**src/rtl/etmc_pkg.sv**
```systemverilog
package etmc_pkg;

   // task modes, also the reported state code
   typedef enum logic [2:0] {
      MODE_IDLE      = 3'd0,
      MODE_AWAITING  = 3'd1,
      MODE_SAVING    = 3'd2,
      MODE_FOLLOWING = 3'd3,
      MODE_WAITING   = 3'd4,
      MODE_SEARCHING = 3'd5
   } mode_type;

   // mobility commands
   typedef enum logic [1:0] {
      MOB_NONE   = 2'd0,
      MOB_STOP   = 2'd1,
      MOB_FOLLOW = 2'd2,
      MOB_SEARCH = 2'd3
   } mob_type;

   localparam logic [3:0] NO_USER      = 4'd0;
   localparam logic [1:0] TMPL_NONE    = 2'd1;
   localparam logic [1:0] TMPL_PRESENT = 2'd2;

   // configuration register indexes
   localparam logic [1:0] CSR_WAIT_LIMIT   = 2'd0;
   localparam logic [1:0] CSR_SEARCH_LIMIT = 2'd1;
   localparam logic [1:0] CSR_MAX_DIST     = 2'd2;

   localparam int LIMIT_W = 22;
   localparam int DIST_W  = 16;
   localparam int REQ_W   = 39;
   localparam int RSP_W   = 13;

   // reset values of the configuration registers
   localparam logic [LIMIT_W-1:0] WAIT_LIMIT_RST   = 22'd5000;
   localparam logic [LIMIT_W-1:0] SEARCH_LIMIT_RST = 22'd10000;
   localparam logic [DIST_W-1:0]  MAX_DIST_RST     = 16'd2000;

   // one update tick, last field in the lowest bits
   typedef struct packed {
      logic [DIST_W-1:0] user_distance;
      logic [1:0]        template_status;
      logic              pose_seen;
      logic [3:0]        user_id;
      logic [15:0]       elapsed_ms;
   } req_type;

   // one result, last field in the lowest bits
   typedef struct packed {
      logic     state_changed;
      logic     sensor_work;
      logic     save_template;
      logic     clear_user;
      logic     reset_calibration;
      logic     begin_calibration;
      logic     sensor_off;
      logic     clear_template;
      mob_type  mobility_command;
      mode_type task_state;
   } rsp_type;

   typedef struct packed {
      logic [DIST_W-1:0]  max_user_distance;
      logic [LIMIT_W-1:0] search_time_limit;
      logic [LIMIT_W-1:0] wait_time_limit;
   } cfg_type;

endpackage

```
**src/rtl/etmc_step.sv**
```systemverilog
module etmc_step #(
   parameter int TIMER_BITS = 32
) (
   input  etmc_pkg::mode_type        mode,
   input  logic [TIMER_BITS-1:0]     timer,
   input  etmc_pkg::req_type         req,
   input  etmc_pkg::cfg_type         cfg,
   output etmc_pkg::mode_type        next_mode,
   output logic [TIMER_BITS-1:0]     next_timer,
   output etmc_pkg::rsp_type         rsp
);
   import etmc_pkg::*;

   localparam int CMP_W = (TIMER_BITS + 1 > LIMIT_W) ? TIMER_BITS + 1 : LIMIT_W;

   logic [TIMER_BITS:0]   sum;
   logic [TIMER_BITS-1:0] sat;
   logic [TIMER_BITS-1:0] cur_timer;
   logic [CMP_W-1:0]      timer_x;
   logic [CMP_W-1:0]      timer_x2;
   logic [CMP_W-1:0]      wait_x;
   logic [CMP_W-1:0]      search_x;
   logic                  has_user;
   logic                  give_up;
   logic                  search_done;

   // saturating timer add
   assign sum = {1'b0, timer} + (TIMER_BITS + 1)'(req.elapsed_ms);
   assign sat = sum[TIMER_BITS] ? {TIMER_BITS{1'b1}} : sum[TIMER_BITS-1:0];
   assign cur_timer = (mode == MODE_WAITING || mode == MODE_SEARCHING) ? sat : timer;

   // limit compares, half wait when the user was near
   assign timer_x  = CMP_W'(cur_timer);
   assign timer_x2 = CMP_W'({cur_timer, 1'b0});
   assign wait_x   = CMP_W'(cfg.wait_time_limit);
   assign search_x = CMP_W'(cfg.search_time_limit);
   assign give_up  = (req.user_distance > cfg.max_user_distance) ?
                     (timer_x >= wait_x) : (timer_x2 >= wait_x);
   assign search_done = timer_x >= search_x;
   assign has_user    = req.user_id != NO_USER;

   // mode transitions and entry commands
   always_comb begin
      rsp        = '0;
      next_mode  = mode;
      next_timer = cur_timer;
      unique case (mode)
         MODE_AWAITING: begin
            if (has_user) begin
               next_mode         = MODE_SAVING;
               rsp.save_template = 1'b1;
            end
         end
         MODE_SAVING: begin
            if (req.template_status == TMPL_NONE) begin
               next_mode             = MODE_AWAITING;
               rsp.reset_calibration = 1'b1;
               rsp.clear_user        = 1'b1;
            end else if (req.template_status == TMPL_PRESENT) begin
               next_mode            = MODE_FOLLOWING;
               rsp.mobility_command = MOB_FOLLOW;
               rsp.sensor_work      = 1'b1;
            end
         end
         MODE_FOLLOWING: begin
            if (has_user && req.pose_seen) begin
               next_mode             = MODE_AWAITING;
               rsp.mobility_command  = MOB_STOP;
               rsp.clear_template    = 1'b1;
               rsp.clear_user        = 1'b1;
               rsp.sensor_off        = 1'b1;
               rsp.begin_calibration = 1'b1;
            end else if (!has_user) begin
               next_mode            = MODE_WAITING;
               next_timer           = '0;
               rsp.mobility_command = MOB_STOP;
            end
         end
         MODE_WAITING: begin
            if (has_user) begin
               next_mode            = MODE_FOLLOWING;
               rsp.mobility_command = MOB_FOLLOW;
            end else if (give_up) begin
               next_mode            = MODE_SEARCHING;
               next_timer           = '0;
               rsp.mobility_command = MOB_SEARCH;
            end
         end
         MODE_SEARCHING: begin
            if (!has_user && search_done) begin
               next_mode             = MODE_AWAITING;
               rsp.mobility_command  = MOB_STOP;
               rsp.clear_template    = 1'b1;
               rsp.clear_user        = 1'b1;
               rsp.sensor_off        = 1'b1;
               rsp.begin_calibration = 1'b1;
            end else if (has_user) begin
               next_mode            = MODE_FOLLOWING;
               rsp.mobility_command = MOB_FOLLOW;
            end
         end
         default: begin
            // idle and unused codes hold and issue nothing
         end
      endcase
      rsp.task_state    = next_mode;
      rsp.state_changed = next_mode != mode;
   end

endmodule

```
**src/rtl/escort_task_mode_controller.sv**
```systemverilog
// Mode controller for a person-following robot. Each req word is one update
// tick; each tick gives exactly one rsp word with the mode after the tick and
// the one-shot commands issued on entering it. A tick passes an input register,
// the combinational mode and timer logic, and a result register: the rsp word is
// valid once the tick has moved from the input register into the result register,
// and one tick is accepted every cycle while rsp_tready is high. Limits are to be
// written through the csr port while no tick is in flight; the block does not enforce this.
module escort_task_mode_controller #(
   parameter int TIMER_BITS = 32
) (
   input  logic        clock,
   input  logic        reset,
   input  logic        req_tvalid,
   output logic        req_tready,
   // elapsed_ms[15:0], user_id[19:16], pose_seen[20], template_status[22:21],
   // user_distance[38:23], zero[39]
   input  logic [39:0] req_tdata,
   output logic        rsp_tvalid,
   input  logic        rsp_tready,
   // task_state[2:0], mobility_command[4:3], clear_template[5], sensor_off[6],
   // begin_calibration[7], reset_calibration[8], clear_user[9],
   // save_template[10], sensor_work[11], state_changed[12], zero[15:13]
   output logic [15:0] rsp_tdata,
   input  logic        csr_we,
   input  logic [1:0]  csr_index,
   input  logic [21:0] csr_wdata
);
   import etmc_pkg::*;

   logic                  in_vld_ff;
   req_type               in_data_ff;
   logic                  out_vld_ff;
   rsp_type               out_data_ff;
   mode_type              mode_ff;
   mode_type              mode_in;
   logic [TIMER_BITS-1:0] timer_ff;
   logic [TIMER_BITS-1:0] timer_in;
   cfg_type               cfg_ff;
   rsp_type               step_rsp;
   logic                  fire;

   // a tick moves on when the result register is free or being emptied
   assign fire       = in_vld_ff && (!out_vld_ff || rsp_tready);
   assign req_tready = !in_vld_ff || fire;
   assign rsp_tvalid = out_vld_ff;
   assign rsp_tdata  = {3'b000, out_data_ff};

   etmc_step #(
      .TIMER_BITS (TIMER_BITS)
   ) u_step (
      .mode       (mode_ff),
      .timer      (timer_ff),
      .req        (in_data_ff),
      .cfg        (cfg_ff),
      .next_mode  (mode_in),
      .next_timer (timer_in),
      .rsp        (step_rsp)
   );

   // control state
   always_ff @(posedge clock) begin
      if (reset) begin
         in_vld_ff  <= 1'b0;
         out_vld_ff <= 1'b0;
         mode_ff    <= MODE_AWAITING;
         timer_ff   <= '0;
      end else begin
         if (req_tready) begin
            in_vld_ff <= req_tvalid;
         end
         if (fire) begin
            out_vld_ff <= 1'b1;
            mode_ff    <= mode_in;
            timer_ff   <= timer_in;
         end else if (rsp_tready) begin
            out_vld_ff <= 1'b0;
         end
      end
   end

   // payload registers
   always_ff @(posedge clock) begin
      if (req_tready && req_tvalid) begin
         in_data_ff <= req_type'(req_tdata[REQ_W-1:0]);
      end
      if (fire) begin
         out_data_ff <= step_rsp;
      end
   end

   // configuration registers
   always_ff @(posedge clock) begin
      if (reset) begin
         cfg_ff.wait_time_limit   <= WAIT_LIMIT_RST;
         cfg_ff.search_time_limit <= SEARCH_LIMIT_RST;
         cfg_ff.max_user_distance <= MAX_DIST_RST;
      end else if (csr_we) begin
         unique case (csr_index)
            CSR_WAIT_LIMIT:   cfg_ff.wait_time_limit   <= csr_wdata;
            CSR_SEARCH_LIMIT: cfg_ff.search_time_limit <= csr_wdata;
            CSR_MAX_DIST:     cfg_ff.max_user_distance <= csr_wdata[DIST_W-1:0];
            default: begin
            end
         endcase
      end
   end

   // a new result reports the mode after the tick, as held in the mode register
   a_state_matches: assert property (@(posedge clock) disable iff (reset)
      fire |=> (rsp_tdata[2:0] == mode_ff))
      else $error("result state differs from mode register");

   // commands only come with a transition
   a_cmd_needs_change: assert property (@(posedge clock) disable iff (reset)
      (out_vld_ff && !out_data_ff.state_changed) |->
         (out_data_ff.mobility_command == MOB_NONE && out_data_ff[11:5] == '0))
      else $error("command issued without a transition");

   // a held tick behind a stalled result blocks new input
   a_stall_blocks: assert property (@(posedge clock) disable iff (reset)
      (in_vld_ff && out_vld_ff && !rsp_tready) |-> !req_tready)
      else $error("input accepted while both stages are full");

   // the timer is cleared on entering waiting
   a_wait_timer_clear: assert property (@(posedge clock) disable iff (reset)
      (fire && mode_ff == MODE_FOLLOWING && mode_in == MODE_WAITING) |=>
         (timer_ff == '0))
      else $error("timer not cleared on entering waiting");

endmodule
```
**config.mk**
```make
export PLATFORM = sky130hd
export DESIGN_NAME = escort_task_mode_controller
export DESIGN_NICKNAME = d
export VERILOG_FILES = /design/src/rtl/etmc_pkg.sv /design/src/rtl/etmc_step.sv /design/src/rtl/escort_task_mode_controller.sv
export SDC_FILE = /design/constraint.sdc
export NUM_CORES = 1
export LEC_CHECK = 0
export ABC_AREA = 1
export BUFFER_PORTS_ARGS = -buffer_cell sky130_fd_sc_hd__buf_2
export CAP_MARGIN = 5
export CORE_MARGIN = 2
export CORE_UTILIZATION = 60
export CTS_CLUSTER_SIZE = 16
export DETAILED_ROUTE_END_ITERATION = 7
export PLACE_DENSITY_LB_ADDON = 0.3
export SETUP_SLACK_MARGIN = 0.02
export SYNTH_ARGS = -nofsm -noshare
export SYNTH_HDL_FRONTEND = slang
export SYNTH_SLANG_ARGS = --single-unit
```
**constraint.sdc**
```tcl
create_clock -name clock -period 7.6 [get_ports clock]
set_input_delay 0.38 -clock clock [delete_from_list [all_inputs] [get_ports clock]]
set_output_delay 0.38 -clock clock [all_outputs]
set_load 0.05 [all_outputs]
```
==> metrics.yaml, run 1 <==
cts:
  cts_setup_buffers: 0
  cts_num_sinks: 147
  cts-root-buf: "clkbuf_16"
  cts.path.max_buffers: 2
  numCtsBuffers: 17
  cts_resized: 0
  clk_latency_ns: 0.43
  cts_tree: "yes"
  clk_pin_slew_ns: 0.07
  hold_buffers: 0
  ctsHtreeMaxLevel: 4
timing:
  slew_viol_final: 0
  rsz0062_at_grt: "false"
  hold_ws_ns: 0.121
  fin_tns_setup_ns: 0
  finalSetupViolations: 0
  tightestPinTransition_ns: 1.10
  skew_ns: 0.00758
  relSlewSlack_pct: 26.6
  post-route-period-util_pct: 71.5
  hold_violations: 0
  fmax_mhz: 184
  fin_crit_ns: 5.44
outcome:
  status: "completed"
floorplanning:
  start_util_pct: 61.2
  die-area_um2: 16500
  die_w_um: 129
  fp.dieH_um: 129
  rows: 45
  core_um2: 15200
  io-pin-count: 87
power_and_ir_drop:
  power_density_nw_per_um2: 201
  power_uw: 2090
  max-vdd-ir-drop_uv: 228
  p_leak_uw: 0.00471
placed_design:
  gp_congestion: 0.980
  place_area_um2: 9750
  hpwl_um: 15200
  numPortBuffers: 82
grt:
  grt_max_degree: 61
  antenna_found_initial: 1
  grt_pass1_vias: 7666
  grt_pass1_wl_um: 35700
  gr-total-overflow: 0
  track_usage_pct: 27.1
layout:
  syn2layout_area_growth_pct: 11.3
  multiInputGateArea_um2: 5060
  drive_gt1_share_pct: 16.7
  seqCellArea_um2: 3440
  final_nets: 1393
  fillCellCount: 1264
  postLayoutCellArea_um2: 10400
  utilization_pct: 68.2
yosys:
  synthesis.area_um2: 9310
  synth_top_cell_by_area: "dfxtp_1"
  syn_inst: 1161
  synth_edf_count: 50
  synth_commonest_cells: "238 x nand2_1, 149 x inv_1, 102 x a21oi_1"
  synth_top_area_share_pct: 20.9
  yosysWarnings: 0
  yosysMostFrequentCell: "nand2_1"
  avgSynthCellArea_um2: 8.02
  yosysUniqueCellTypes: 53
  ys_seq_elements: 147
  synthTopCellsByArea: "dfxtp_1 21%, edfxtp_1 16%, ha_1 13%, nand2_1 9.6%, inv_1 6.0%"
  async_flop_share_pct: 0
  ys.flop_type: "dfxtp_1"
  ys_seq_area_share_pct: 37.0
worst_hold_path:
  hp-class: "input pin to register"
drt:
  antenna_left: 0
  vias_per_cell: 5.54
  vias: 7915
  drt-initial-drc-count: 603
  wl_um: 21300
  first_pass_iters: 6
  drc: 0
  wl_per_cell_um: 14.9
setup_path:
  end_kind: "register"
  worstPathRequired_ns: 7.78
  worstSetupStartpointType: "register"
  cp_data_arrival_time_ns: 5.62
  critical_path_class: "register to register"
  cp_max_fo: 29
flow_run:
  maxCapViolCount: 0
==> path summary, 6_finish.rpt <==
| path | start | to | slack, ns | depth (start not counted) |
|---|---|---|---|---|
| setup reg to reg | mode_ff[2] | rsp_tdata[12] | 2.16 | 24 |
| hold / removal | req_tdata[34] | in_data_ff[34] | 0.12 | 1 |
| hold reg to reg | cfg_ff[58] | cfg_ff[58] | 0.46 | 2 |
| setup / recovery | mode_ff[2] | rsp_tdata[12] | 2.16 | 24 |
==> metrics by stage <==
stage                     cells  setup slack, ns
final                      1428             2.16
after global routing       1428             1.73
after CTS                  1427             2.35
after detailed placement   1395             2.39
after global placement     1395             2.43
after floorplan            1163             3.80
==> critical path, cell delays in order, from the launching register on <==
cell and delay, ns:
dfxtp_1 0.42, nand2_1 0.40, inv_1 0.93, nand2_1 0.61, inv_1 0.31, o21ai_0 0.15, nand2_1 0.10, inv_1 0.09
ha_1 0.29, nand2_1 0.09, o21ai_0 0.09, nand2_1 0.07, nand3_1 0.06, nor2_1 0.13, o21ai_0 0.16, nand2_1 0.09
a21oi_1 0.06, nor2_1 0.20, nand3_1 0.22, o21ai_0 0.25, nand2_1 0.13, nand2_1 0.09, nand2_1 0.06, nor2_1 0.09
nand2_1 0.06
==> where the power goes <==
group	total [uW]	switching (uW)	internal (uW)
combinational	337	226	111
clock	880	349	531
sequential	868	15.1	853
total	2090	590	1500
==> cell usage in the layout (no fill, tap or decap), drive strengths merged, types with 4 or more instances in the layout <==
master | netlist | final
a2111oi | 4 | 4
a211oi | 5 | 5
a21oi | 133 | 133
buf | 16 | 86
clkbuf | 26 | 19
dfxtp | 97 | 97
edfxtp | 50 | 50
ha | 97 | 97
inv | 151 | 156
nand2 | 249 | 249
nand3 | 75 | 75
nand3b | 8 | 8
nand4 | 13 | 13
nor2 | 85 | 85
nor3 | 12 | 12
nor4 | 5 | 5
o211ai | 17 | 17
o21ai | 71 | 71
o22ai | 9 | 9
or2 | 6 | 6
xnor2 | 5 | 5
xor2 | 9 | 9
==> registers in the layout, summed over array words and instances (netlist names) <==
signal / flops
in_data_ff: 39
in_vld_ff: 1
timer_ff: 32
rsp_tdata: 11
rsp_tvalid: 1
mode_ff: 3
cfg_ff: 60
==> layout make-up <==
type	instances	share of cell area, %
antenna	1	0.0241
clock buffer	19	4.27
clock inverter	13	1.65
inverter	151	5.47
multi-input combinational	823	48.8
sequential	147	33.2
tap	188	2.27
timing repair buffer	86	4.25
==> logic make-up after synthesis <==
| family | synth area share (%) |
|---|---|
| fa+ha+maj | 13.3 |
| buf+inv | 8.72 |
| xor+xnor | 1.32 |
| compound gates | 15.9 |
| flops | 37.0 |
| other cells | 0.0403 |
| simple gates | 23.6 |
| mux | 0.108 |
==> per-layer routing <==
layer	vias up	part of all wire [%]	global-route usage (%)
met5	-	0	0
met4	0	1.6	8.57
met3	26	5.5	5.03
met2	218	48	46.3
met1	3633	45	34.9
li1	4038	-	-
Note: power is estimated with default switching activity, not from simulation.
==> run 2: changes to the inputs <==
==> constraint.sdc (replaced) <==
create_clock -name clock -period 5.51 [get_ports clock]
set_input_delay 0.2755 -clock clock [delete_from_list [all_inputs] [get_ports clock]]
set_output_delay 0.2755 -clock clock [all_outputs]
set_load 0.05 [all_outputs]
==> metrics.yaml, run 2 (synthesis gave the netlist of run 1 again) <==
timing:
  tightestPinTransition_ns: 1.08
  fin_tns_setup_ns: 0
  relSlewSlack_pct: 28.2
  fmax_mhz: 201
  fin_crit_ns: 4.97
  finalSetupViolations: 0
  slew_viol_final: 0
  rsz0062_at_grt: "false"
  skew_ns: 0.00964
  hold_violations: 0
  post-route-period-util_pct: 90.2
  hold_ws_ns: 0.0102
worst_hold_path:
  hold_start: "req_tdata[24]"
  holdPathStages: 1
  hp-class: "input pin to register"
  holdPathEnd: "in_data_ff[24]"
cts:
  ctsHtreeMaxLevel: 4
  cts_setup_buffers: 0
  cts.path.max_buffers: 2
  cts_tree: "yes"
  clk_latency_ns: 0.43
  numCtsBuffers: 17
  cts_num_sinks: 147
  clk_pin_slew_ns: 0.07
  cts-root-buf: "clkbuf_16"
floorplanning:
  io-pin-count: 87
  die-area_um2: 16500
  rows: 45
  start_util_pct: 61.2
  fp.dieH_um: 129
  die_w_um: 129
  core_um2: 15200
setup_path:
  regToRegSetupSlack_ns: 0.54
  worstPathRequired_ns: 5.69
  crit_slowest_cell: "fa_1"
  slowest_delay_ns: 0.40
  end_kind: "register"
  crit_top_cell: "nand2_1"
  cp_max_fo: 14
  reg2reg_to: "rsp_tdata[12]"
  cp_data_arrival_time_ns: 5.15
  worstSetupStartpointType: "register"
  critical_path_class: "register to register"
  worstRegToRegCells: 32
  r2r-start: "in_data_ff[0]"
grt:
  grt_max_degree: 61
  grt_pass1_vias: 7661
  grt_pass1_wl_um: 35600
  gr-total-overflow: 0
  antenna_found_initial: 0
  track_usage_pct: 27.1
layout:
  final_cells: 1428
  layout_commonest_cell: "nand2_1"
  reg_top3: "cfg_ff x60, in_data_ff x39, timer_ff x32"
  max_flop_register: "cfg_ff"
  num_antenna_cells: 0
  syn2layout_area_growth_pct: 10.7
  largest_register_ffs: 60
  layout_common_cells: "237 x nand2_1, 147 x inv_1, 102 x a21oi_1, 97 x ha_1, 97 x dfxtp_1"
  postLayoutCellArea_um2: 10300
  utilization_pct: 67.8
  final_nets: 1394
  drive_gt1_share_pct: 16.9
drt:
  vias_per_cell: 5.55
  antenna_left: 0
  drc: 0
  wl_per_cell_um: 14.8
  first_pass_iters: 6
  wl_um: 21100
  vias: 7929
  drt-initial-drc-count: 609
placed_design:
  gp_congestion: 0.979
  hpwl_um: 15400
  dp.cells: 1396
  place_area_um2: 9750
  numPortBuffers: 82
power_and_ir_drop:
  pwr-share-clk_pct: 39.5
  p_int_uw: 1920
  max-vdd-ir-drop_uv: 235
  swShare_pct: 30.1
  p_leak_uw: 0.00469
  netSwitchingPower_uw: 827
  power_density_nw_per_um2: 267
  pwr-share-seq_pct: 43.6
  p_comb_share_pct: 16.9
flow_run:
  maxCapViolCount: 0
outcome:
  status: "completed"
run 2: layout make-up:
type | instances | area (um^2)
clock buffer | 18 | 429
clock inverter | 14 | 116
fill | 1337 | 4900
inverter | 151 | 567
multi-input combinational | 823 | 5060
sequential | 147 | 3440
tap | 188 | 235
timing repair buffer | 87 | 448
run 2: what timing repair did:
action                     in CTS  in global routing
gates resized for setup         0                  1
setup endpoints to repair       0                  1
hold buffers                    0                  0
run 2: how the worst max path moves through the flow:
stage,from,to,slack (ns),cells past startpoint
after floorplan,in_data_ff[0],rsp_tdata[12],1.71,31
after global placement,in_data_ff[0],rsp_tdata[12],0.72,32
after detailed placement,in_data_ff[0],rsp_tdata[12],0.63,30
after CTS,in_data_ff[0],rsp_tdata[12],0.51,32
after global routing,in_data_ff[0],rsp_tdata[12],0.19,32
final,in_data_ff[0],rsp_tdata[12],0.54,32
run 2: power groups by stage:
stage,registers [uW],logic [uW],clock network [uW]
global placement,1220,440,0
detailed placement,1220,458,0
global route,1200,528,1140
CTS,1200,463,1100
floorplan,1230,330,0
finish,1200,463,1080
run 2: layer usage:
layer	vias to the layer above	wire (um)	GRT usage, %
li1	4038	-	-
met1	3630	9430	35.2
met2	225	9980	45.8
met3	36	1240	4.86
met4	0	450	9.34
met5	-	0	0
run 2: critical path, delay by kind of cell, from the launching register on:
| kind | cells | cell delay, ns |
|---|---|---|
| AO/OA/AOI/OAI | 5 | 0.71 |
| adder cells (fa/ha/maj) | 3 | 0.91 |
| buffers and inverters | 2 | 0.30 |
| flip-flops | 1 | 0.37 |
| AND/OR/NAND/NOR | 22 | 2.39 |
run 2: through the flow:
| step | power, uW | setup slack (ns) |
|---|---|---|
| 6_report | 2750 | 0.541 |
| 5_1_grt | 2870 | 0.188 |
| 4_1_cts | 2760 | 0.505 |
| 3_5_place_dp | 1680 | 0.630 |
| 3_3_place_gp | 1660 | 0.717 |
| 2_1_floorplan | 1560 | 1.71 |
==> run 3: changes to the inputs <==
--- a/config.mk
+++ b/config.mk
@@ -6,7 +6,7 @@
 export NUM_CORES = 1
 export LEC_CHECK = 0
 export ABC_AREA = 1
-export BUFFER_PORTS_ARGS = -buffer_cell sky130_fd_sc_hd__buf_2
+export BUFFER_PORTS_ARGS = -buffer_cell sky130_fd_sc_hd__buf_4
 export CAP_MARGIN = 5
 export CORE_MARGIN = 2
 export CORE_UTILIZATION = 60
==> metrics.yaml, run 3 (synthesis gave the netlist of run 1 again) <==
flow_run:
  maxCapViolCount: 0
cts:
  cts_num_sinks: 147
  clk_latency_ns: 0.43
  cts_resized: 0
  ctsHtreeMaxLevel: 4
  cts.path.max_buffers: 2
  clk_pin_slew_ns: 0.07
  numCtsBuffers: 17
  cts_tree: "yes"
  cts_setup_buffers: 0
  cts-root-buf: "clkbuf_16"
  hold_buffers: 0
power_and_ir_drop:
  netSwitchingPower_uw: 847
  power_density_nw_per_um2: 274
  max-vdd-ir-drop_uv: 259
  p_int_uw: 2060
  p_comb_share_pct: 16.8
  p_leak_uw: 0.00481
  pwr-share-seq_pct: 41.2
  pwr-share-clk_pct: 42.0
  swShare_pct: 29.1
setup_path:
  end_kind: "register"
  crit_slowest_cell: "fa_1"
  cp_max_fo: 14
  cp_data_arrival_time_ns: 5.06
  worstRegToRegCells: 31
  cp.depth: 31
  crit_family: "simple AND/OR/NAND/NOR gates"
  slowest_delay_ns: 0.40
  worstSetupStartpointType: "register"
  critical_path_class: "register to register"
  crit_top_cell: "nand2_1"
  worstPathRequired_ns: 5.69
  critPathBufInv: 3
timing:
  fin_tns_setup_ns: 0
  fin_crit_ns: 4.88
  post-route-period-util_pct: 88.5
  rsz0062_at_grt: "false"
  slew_viol_final: 0
  skew_ns: 0.00902
  fmax_mhz: 205
  hold_violations: 0
  tightestPinTransition_ns: 1.07
  finalSetupViolations: 0
  relSlewSlack_pct: 28.9
placed_design:
  hpwl_um: 15800
  numPortBuffers: 82
  gp_congestion: 0.972
  place_area_um2: 9980
drt:
  first_pass_iters: 5
  antenna_left: 0
  wl_per_cell_um: 15.2
  drt-initial-drc-count: 683
  vias: 8060
  drc: 0
  wl_um: 21800
  vias_per_cell: 5.63
grt:
  grt_max_degree: 61
  track_usage_pct: 27.4
  grt_pass1_wl_um: 35900
  grt_pass1_vias: 7616
  antenna_found_initial: 0
  gr-total-overflow: 0
layout:
  final_nets: 1397
  postLayoutCellArea_um2: 10600
  layout_common_cells: "238 x nand2_1, 147 x inv_1, 102 x a21oi_1, 97 x ha_1, 97 x dfxtp_1"
  layout_commonest_cell: "nand2_1"
  fillCellCount: 1201
  max_flop_register: "cfg_ff"
  reg_top3: "cfg_ff x60, in_data_ff x39, timer_ff x32"
  drive_gt1_share_pct: 17.1
  utilization_pct: 69.7
  syn2layout_area_growth_pct: 13.9
  largest_register_ffs: 60
  num_antenna_cells: 0
floorplanning:
  core_um2: 15200
  fp.dieH_um: 129
  die_w_um: 129
  die-area_um2: 16500
  start_util_pct: 61.2
  rows: 45
  io-pin-count: 87
worst_hold_path:
  holdPathStages: 1
  hp-class: "input pin to register"
outcome:
  status: "completed"
run 3: final cells by class:
class,count,area (um^2),share of cell area (%)
flip-flops and latches,147,3440,32.5
multi-input cells,823,5060,47.7
repair buffers,90,676,6.38
inverters,151,567,5.35
clock buffers,18,450,4.25
clock inverters,14,166,1.57
well taps,188,235,2.22
run 3: power by group through the flow:
stage               clock network, uW  logic [uW]  registers [uW]
detailed placement                  0         478            1220
finish                           1220         489            1200
global placement                    0         461            1220
CTS                              1230         485            1200
global route                     1280         549            1200
floorplan                           0         330            1230
run 3: layer usage:
metal	vias to the layer above	wire length [um]	track usage [%]
li1	4052	-	-
met1	3692	9610	35.6
met2	272	10300	46.0
met3	44	1300	4.82
met4	0	523	10.5
met5	-	0	0
run 3: worst paths after layout:
kind | from | slack, ns | to
max | in_data_ff[0] | 0.63 | rsp_tdata[12]
min reg2reg | cfg_ff[47] | 0.46 | cfg_ff[47]
max reg2reg | in_data_ff[0] | 0.63 | rsp_tdata[12]
min | req_tdata[34] | 0.02 | in_data_ff[34]
run 3: metrics by stage:
| stage | total power (uW) | setup WS (ns) | cells | hold WS (ns) |
|---|---|---|---|---|
| after global routing | 3030 | 0.307 | 1431 | 0.00578 |
| after floorplan | 1560 | 1.71 | 1163 | 0.374 |
| after CTS | 2910 | 0.756 | 1431 | 0.00190 |
| after detailed placement | 1700 | 0.798 | 1399 | 0.451 |
| after global placement | 1680 | 0.894 | 1399 | 0.446 |
| final | 2910 | 0.633 | 1431 | 0.0157 |
